[config.mk]
export PLATFORM = sky130hd
export DESIGN_NAME = divisor_sum_trial_division_core
export DESIGN_NICKNAME = d
export VERILOG_FILES = /design/src/dsum_pkg.sv /design/src/dsum_divider.sv /design/src/divisor_sum_trial_division_core.sv
export SDC_FILE = /design/constraint.sdc
export NUM_CORES = 1
export LEC_CHECK = 0
export ABC_AREA = 1
export BUFFER_PORTS_ARGS = -buffer_cell sky130_fd_sc_hd__buf_2
export CORE_ASPECT_RATIO = 1.25
export CORE_MARGIN = 2
export CORE_UTILIZATION = 68
export DETAILED_ROUTE_END_ITERATION = 10
export PLACE_DENSITY = 0.94
export RECOVER_POWER = 25
export SLEW_MARGIN = 5
export SYNTH_ARGS = -nofsm -noshare
export SYNTH_HDL_FRONTEND = slang
export SYNTH_HIERARCHICAL = 1
export SYNTH_SLANG_ARGS = --single-unit
[constraint.sdc]
create_clock -name clk -period 11.65 [get_ports clk]
set_input_delay 2.9125 -clock clk [delete_from_list [all_inputs] [get_ports clk]]
set_output_delay 2.9125 -clock clk [all_outputs]
set_load 0.05 [all_outputs]
[src/dsum_pkg.sv]
// Shared constants and types for the divisor sum core.
package dsum_pkg;

	localparam int SUM_BITS = 40;

	typedef enum logic [4:0] {
		ST_IDLE  = 5'b00001,
		ST_DIV   = 5'b00010,
		ST_ADD_D = 5'b00100,
		ST_ADD_Q = 5'b01000,
		ST_FIN   = 5'b10000
	} state_t;

endpackage

[src/dsum_divider.sv]
// Restoring divider that produces one quotient bit per cycle.
module dsum_divider #(
	parameter int W = 31
) (
	input  logic         clk,
	input  logic         arst_n,
	input  logic         start,
	input  logic [W-1:0] dividend,
	input  logic [W-1:0] divisor,
	output logic         done,
	output logic [W-1:0] quot,
	output logic [W-1:0] rem
);

	localparam int CW = $clog2(W + 1);

	logic [W-1:0]  quo_q;
	logic [W-1:0]  rem_q;
	logic [W-1:0]  div_q;
	logic [CW-1:0] cnt_q;
	logic          done_q;
	logic [W:0]    trial;
	logic [W:0]    diff;
	logic          fits;

	assign trial = {rem_q, quo_q[W-1]};
	assign diff  = trial - {1'b0, div_q};
	assign fits  = trial >= {1'b0, div_q};

	always_ff @(posedge clk or negedge arst_n) begin
		if (!arst_n) begin
			cnt_q  <= '0;
			done_q <= 1'b0;
		end else begin
			done_q <= !start && (cnt_q == CW'(1));
			if (start) begin
				cnt_q <= CW'(W);
			end else if (cnt_q != '0) begin
				cnt_q <= cnt_q - 1'b1;
			end
		end
	end

	always_ff @(posedge clk) begin
		if (start) begin
			quo_q <= dividend;
			rem_q <= '0;
			div_q <= divisor;
		end else if (cnt_q != '0) begin
			quo_q <= {quo_q[W-2:0], fits};
			rem_q <= fits ? diff[W-1:0] : trial[W-1:0];
		end
	end

	assign done = done_q;
	assign quot = quo_q;
	assign rem  = rem_q;

endmodule

[src/divisor_sum_trial_division_core.sv]
// Top level: sum of divisors by trial division over one shared divider.
//
// Input channel: n with in_valid / in_ready. Output channel: divisor_sum
// with out_valid / out_ready. One request gives exactly one result.
// in_ready is high only while the sequencer is idle; one request is
// worked on at a time.
// For each trial divisor d = 1, 2, ... the shared restoring divider
// computes n / d and n % d; a hit adds d and, unless n / d equals d,
// n / d as well. The run ends at the first d with d > n / d, so at most
// floor(sqrt(n)) + 1 divisions run per request. The divider is the only
// arithmetic loop and sets the run time.
// The result goes to an output register; a new request is taken while it
// waits. If the receiver stalls and a second result is ready, the
// sequencer holds in its final state until the register frees up.
// Reset (arst_n low) drops any request in progress and clears out_valid.
module divisor_sum_trial_division_core #(
	parameter int VALUE_BITS = 31
) (
	input  logic                  clk,
	input  logic                  arst_n,
	input  logic                  in_valid,
	output logic                  in_ready,
	input  logic [VALUE_BITS-1:0] n,
	output logic                  out_valid,
	input  logic                  out_ready,
	output logic [39:0]           divisor_sum
);

	import dsum_pkg::*;

	localparam int W   = VALUE_BITS;
	localparam int EXT = (W > SUM_BITS) ? W : SUM_BITS;

	state_t                state_q;
	logic [W-1:0]          v_q;
	logic [W-1:0]          d_q;
	logic [SUM_BITS-1:0]   acc_q;
	logic [SUM_BITS-1:0]   out_q;
	logic                  out_valid_q;
	logic                  start_q;
	logic                  div_done;
	logic [W-1:0]          quot;
	logic [W-1:0]          rem;
	logic [EXT-1:0]        d_wide;
	logic [EXT-1:0]        q_wide;
	logic                  in_fire;
	logic                  out_free;

	dsum_divider #(.W(W)) u_div (
		.clk      (clk),
		.arst_n   (arst_n),
		.start    (start_q),
		.dividend (v_q),
		.divisor  (d_q),
		.done     (div_done),
		.quot     (quot),
		.rem      (rem)
	);

	assign d_wide   = EXT'(d_q);
	assign q_wide   = EXT'(quot);
	assign in_ready = (state_q == ST_IDLE);
	assign in_fire  = in_valid && in_ready;
	assign out_free = !out_valid_q || out_ready;

	always_ff @(posedge clk or negedge arst_n) begin
		if (!arst_n) begin
			state_q     <= ST_IDLE;
			start_q     <= 1'b0;
			out_valid_q <= 1'b0;
		end else begin
			out_valid_q <= ((state_q == ST_FIN) && out_free) || (out_valid_q && !out_ready);
			case (state_q)
				ST_IDLE: begin
					start_q <= in_fire;
					if (in_fire) begin
						state_q <= ST_DIV;
					end
				end
				ST_DIV: begin
					start_q <= div_done && !(d_q > quot) && (rem != '0);
					if (div_done) begin
						if (d_q > quot) begin
							state_q <= ST_FIN;
						end else if (rem == '0) begin
							state_q <= ST_ADD_D;
						end
					end
				end
				ST_ADD_D: begin
					start_q <= (quot == d_q);
					if (quot != d_q) begin
						state_q <= ST_ADD_Q;
					end else begin
						state_q <= ST_DIV;
					end
				end
				ST_ADD_Q: begin
					start_q <= 1'b1;
					state_q <= ST_DIV;
				end
				ST_FIN: begin
					start_q <= 1'b0;
					if (out_free) begin
						state_q <= ST_IDLE;
					end
				end
				default: begin
					start_q <= 1'b0;
					state_q <= ST_IDLE;
				end
			endcase
		end
	end

	always_ff @(posedge clk) begin
		case (state_q)
			ST_IDLE: begin
				if (in_fire) begin
					v_q   <= n;
					d_q   <= W'(1);
					acc_q <= '0;
				end
			end
			ST_DIV: begin
				if (div_done && !(d_q > quot) && (rem != '0)) begin
					d_q <= d_q + 1'b1;
				end
			end
			ST_ADD_D: begin
				acc_q <= acc_q + d_wide[SUM_BITS-1:0];
				if (quot == d_q) begin
					d_q <= d_q + 1'b1;
				end
			end
			ST_ADD_Q: begin
				acc_q <= acc_q + q_wide[SUM_BITS-1:0];
				d_q   <= d_q + 1'b1;
			end
			ST_FIN: begin
				if (out_free) begin
					out_q <= acc_q;
				end
			end
			default: begin
			end
		endcase
	end

	assign out_valid   = out_valid_q;
	assign divisor_sum = out_q;

endmodule

==> run_results.csv <==
group,metric,value,unit
run_status,status,"finished with violations",
run_status,failed_checks,"capacitance limit, slew limit",
clock_tree,cts_buffer_depth,3,
sta,hold_viol_final,0,
power_and_ir_drop,p_sw,2470,uW
routing,wire_per_inst,17.6,um
job,maxCapViolations,2,
routing,drtIter0Drc,1593,
clock_tree,ctsHoldBuffers,0,
power_and_ir_drop,power.share.sequential,30.8,%
global_routing,antenna_found_initial,0,
floorplanning,core,23600,um2
synth,synth_top_area_cell,"edfxtp_1",
sta,clock_skew,11.8,ps
clock_tree,cts_resized,0,
synth,synth.top_cell.area_share,37.7,%
sta,setup_violations,0,
final_layout,final_cell_mix,"nand2_1, inv_1, edfxtp_1",
placement,dp_worst_setup_slack,7200,ps
sta,period_share,44.6,%
setup_path,slowest_stage,"clkbuf_1",
power_and_ir_drop,power.leakage,0.00856,uW
setup_path,required,11910,ps
global_routing,grt_max_degree,67,
clock_tree,ctsRootBufferMaster,"clkbuf_16",
synth,synth.distinct_cells,53,
clock_tree,post-cts-setup-buffers,0,
floorplanning,die_area,25100,um2
sta,worstMarginPinSlew,3350,ps
routing,dr_wl_met3,3370,um
placement,gp_congestion,1.01,
global_routing,grt_usage,35.4,%
synth,syn_area,16200,um2
clock_tree,htreeDepth,1,
final_layout,fillerInstances,1686,
final_layout,area_delta_synth_final,9.47,%
clock_tree,path_clk_slew,60,ps
placement,postPlaceCellArea,16900,um2
setup_path,worstPathMaxFanout,56,
synth,syn_inst,2129,
sta,final_max_slew_viol_count,124,
routing,vias,14765,
floorplanning,initial_utilization,68.9,%
global_routing,grt_pass1_wl,69700,um
power_and_ir_drop,total_power,5260,uW
sta,worst_slack,6460,ps
setup_path,arrival,5450,ps
power_and_ir_drop,power_density,296,nW/um2
placement,dp.cells,2474,
routing,finalWirelength,44400,um
power_and_ir_drop,peakVddDrop,0.178,mV
final_layout,finalNetCount,2344,
routing,routed_via_density,5.86,
clock_tree,clock_sinks,248,
worst_hold_path,holdCritPathClass,"flip-flop to flip-flop",
setup_path,path_cells,"nor2_1 -> inv_1 -> nor4_4 -> clkbuf_1 -> inv_2 -> o21ai_1 -> inv_1 -> fa_1 -> inv_1 -> nand3_1 -> nand2_1 -> nand2_1 -> nand3_2 -> nand2_1 -> nand2_1 -> nand3_1 -> nand3_1 -> a21oi_1",
clock_tree,cts_buffers,25,
setup_path,crit_path_end_kind,"flip-flop",
setup_path,path_class,"flip-flop to flip-flop",
setup_path,slowest_delay,1550,ps
routing,drc,0,
final_layout,drive_gt1_share,8.57,%
final_layout,final_area,17800,um2
routing,routed.top_layer,"met4",
final_layout,layout_commonest_cell,"nand2_1",
floorplanning,die-width,142,um
setup_path,crit_top_cell,"nand2_1",
floorplanning,fp-row-count,63,
synth,syn_avg_cell_area,7.62,um2
power_and_ir_drop,clkPwrFrac,16.6,%
placement,hpwl,33300,um
power_and_ir_drop,pwr-share-comb,52.6,%
routing,met1_length,16000,um
clock_tree,tritoncts,"built",
final_layout,diodes,0,
synth,synth_seq_cells,248,
synth,synth_nets,2264,
global_routing,overflow,0,
floorplanning,dieHeight,177,um
global_routing,first_global_vias,13998,
synth,yosys_warnings,6,
synth,synth.area.top_cells,"edfxtp_1, nand2_1, inv_1, ha_1, nand3_1",
sta,min_period,5190,ps
routing,final_antenna_net_count,0,
sta,relSlewSlack,-124,%
placement,io_buffers,76,
power_and_ir_drop,p_int,2790,uW
sta,tns,0,ps
synth,yosysSeqAreaShare,43.6,%
routing,dr.pass1.iters,8,
sta,rsz0062_at_grt,"no",
setup_path,start_kind,"flip-flop",
sta,clock.fmax,193,MHz
final_layout,instances_no_fill,2520,
power_and_ir_drop,p_sw_share,47.0,%
routing,wl_met2,21700,um
clock_tree,clock_latency,540,ps
floorplanning,ios,77,
[metrics by stage]
stage,utilization [%],hold slack (ps)
after global routing,75.4,481
after floorplan,-,426
final,75.4,465
after detailed placement,71.6,450
after CTS,75.4,475
after global placement,71.6,452
[flip-flops by register name (all words and copies together) (netlist names)]
register,count
u_div/done,1
acc_q,40
u_div/div_q,31
state_q,5
start_q,1
d_q,31
u_div/cnt_q,5
v_q,31
divisor_sum,40
u_div/quot,31
u_div/rem,31
out_valid,1
[power by group through the flow]
stage	Clock (uW)	Sequential [uW]	Combinational (uW)
floorplan	0	1560	2040
global placement	0	1600	2580
CTS	876	1600	2710
global route	909	1640	3090
finish	873	1620	2770
detailed placement	0	1610	2680
[cell usage after synthesis, drive strengths merged]
cell type / number
a21o: 4
a21oi: 119
a22oi: 1
a31oi: 4
and2: 5
and3: 1
buf: 19
clkbuf: 14
clkinv: 7
dfrtp: 12
dfstp: 1
dfxtp: 31
edfxtp: 204
fa: 2
ha: 98
inv: 368
nand2: 712
nand3: 135
nand3b: 18
nand4: 31
nor2: 163
nor3: 29
nor3b: 3
nor4: 19
o211ai: 2
o21a: 2
o21ai: 86
o21bai: 3
o31ai: 3
or2: 9
xnor2: 13
xor2: 11
[logic make-up after synthesis]
kind of cell,share of synthesized area [%]
simple gates,30.3
compound gates,7.22
flops,43.6
fa+ha+maj,7.80
buf+inv,9.81
xor+xnor,1.30
[critical path, delay by kind of cell (launching register included)]
kind,cells,cell delay [ps]
and+or+nand+nor,10,1220
buffers and inverters,5,2370
adders and majority gates,1,470
AOI/OAI and AO/OA,2,440
DFF,1,420
[final timing paths]
| check | cells after the start | endpoint | from | slack, ps |
|---|---|---|---|---|
| worst min register to register | 0 | divisor_sum[38]$_DFFE_PP_ | acc_q[38]$_SDFFCE_PP0P_ | 460 |
| worst max register to register | 18 | acc_q[32]$_SDFFCE_PP0P_ | state_q[1]$_DFFE_PN0P_ | 6460 |
| min in group asynchronous | 1 | u_div/cnt_q[4]$_DFFE_PN0P_ | arst_n | 2260 |
| max in group asynchronous | 1 | state_q[0]$_DFFE_PN1P_ | arst_n | 9100 |
| worst min-delay path | 0 | divisor_sum[38]$_DFFE_PP_ | acc_q[38]$_SDFFCE_PP0P_ | 460 |
| worst max-delay path | 18 | acc_q[32]$_SDFFCE_PP0P_ | state_q[1]$_DFFE_PN0P_ | 6460 |
[metal layers]
layer  global-route usage [%]  vias to the layer above
met1                     40.9                     6737
met5                        0                        -
li1                         -                     7033
met3                     3.84                      210
met4                     23.1                        0
met2                     62.2                      785
[final cells by class]
cell class              count  area, um2  share of cell area [%]
multi-input cells        1473       7580                    42.6
flip-flops and latches    248       7070                    39.8
inverters                 375       1410                    7.94
clock buffers              27        633                    3.56
repair buffers             86        448                    2.52
well taps                 292        365                    2.06
clock inverters            19        259                    1.46
Note: power is estimated with default switching activity, not from simulation.
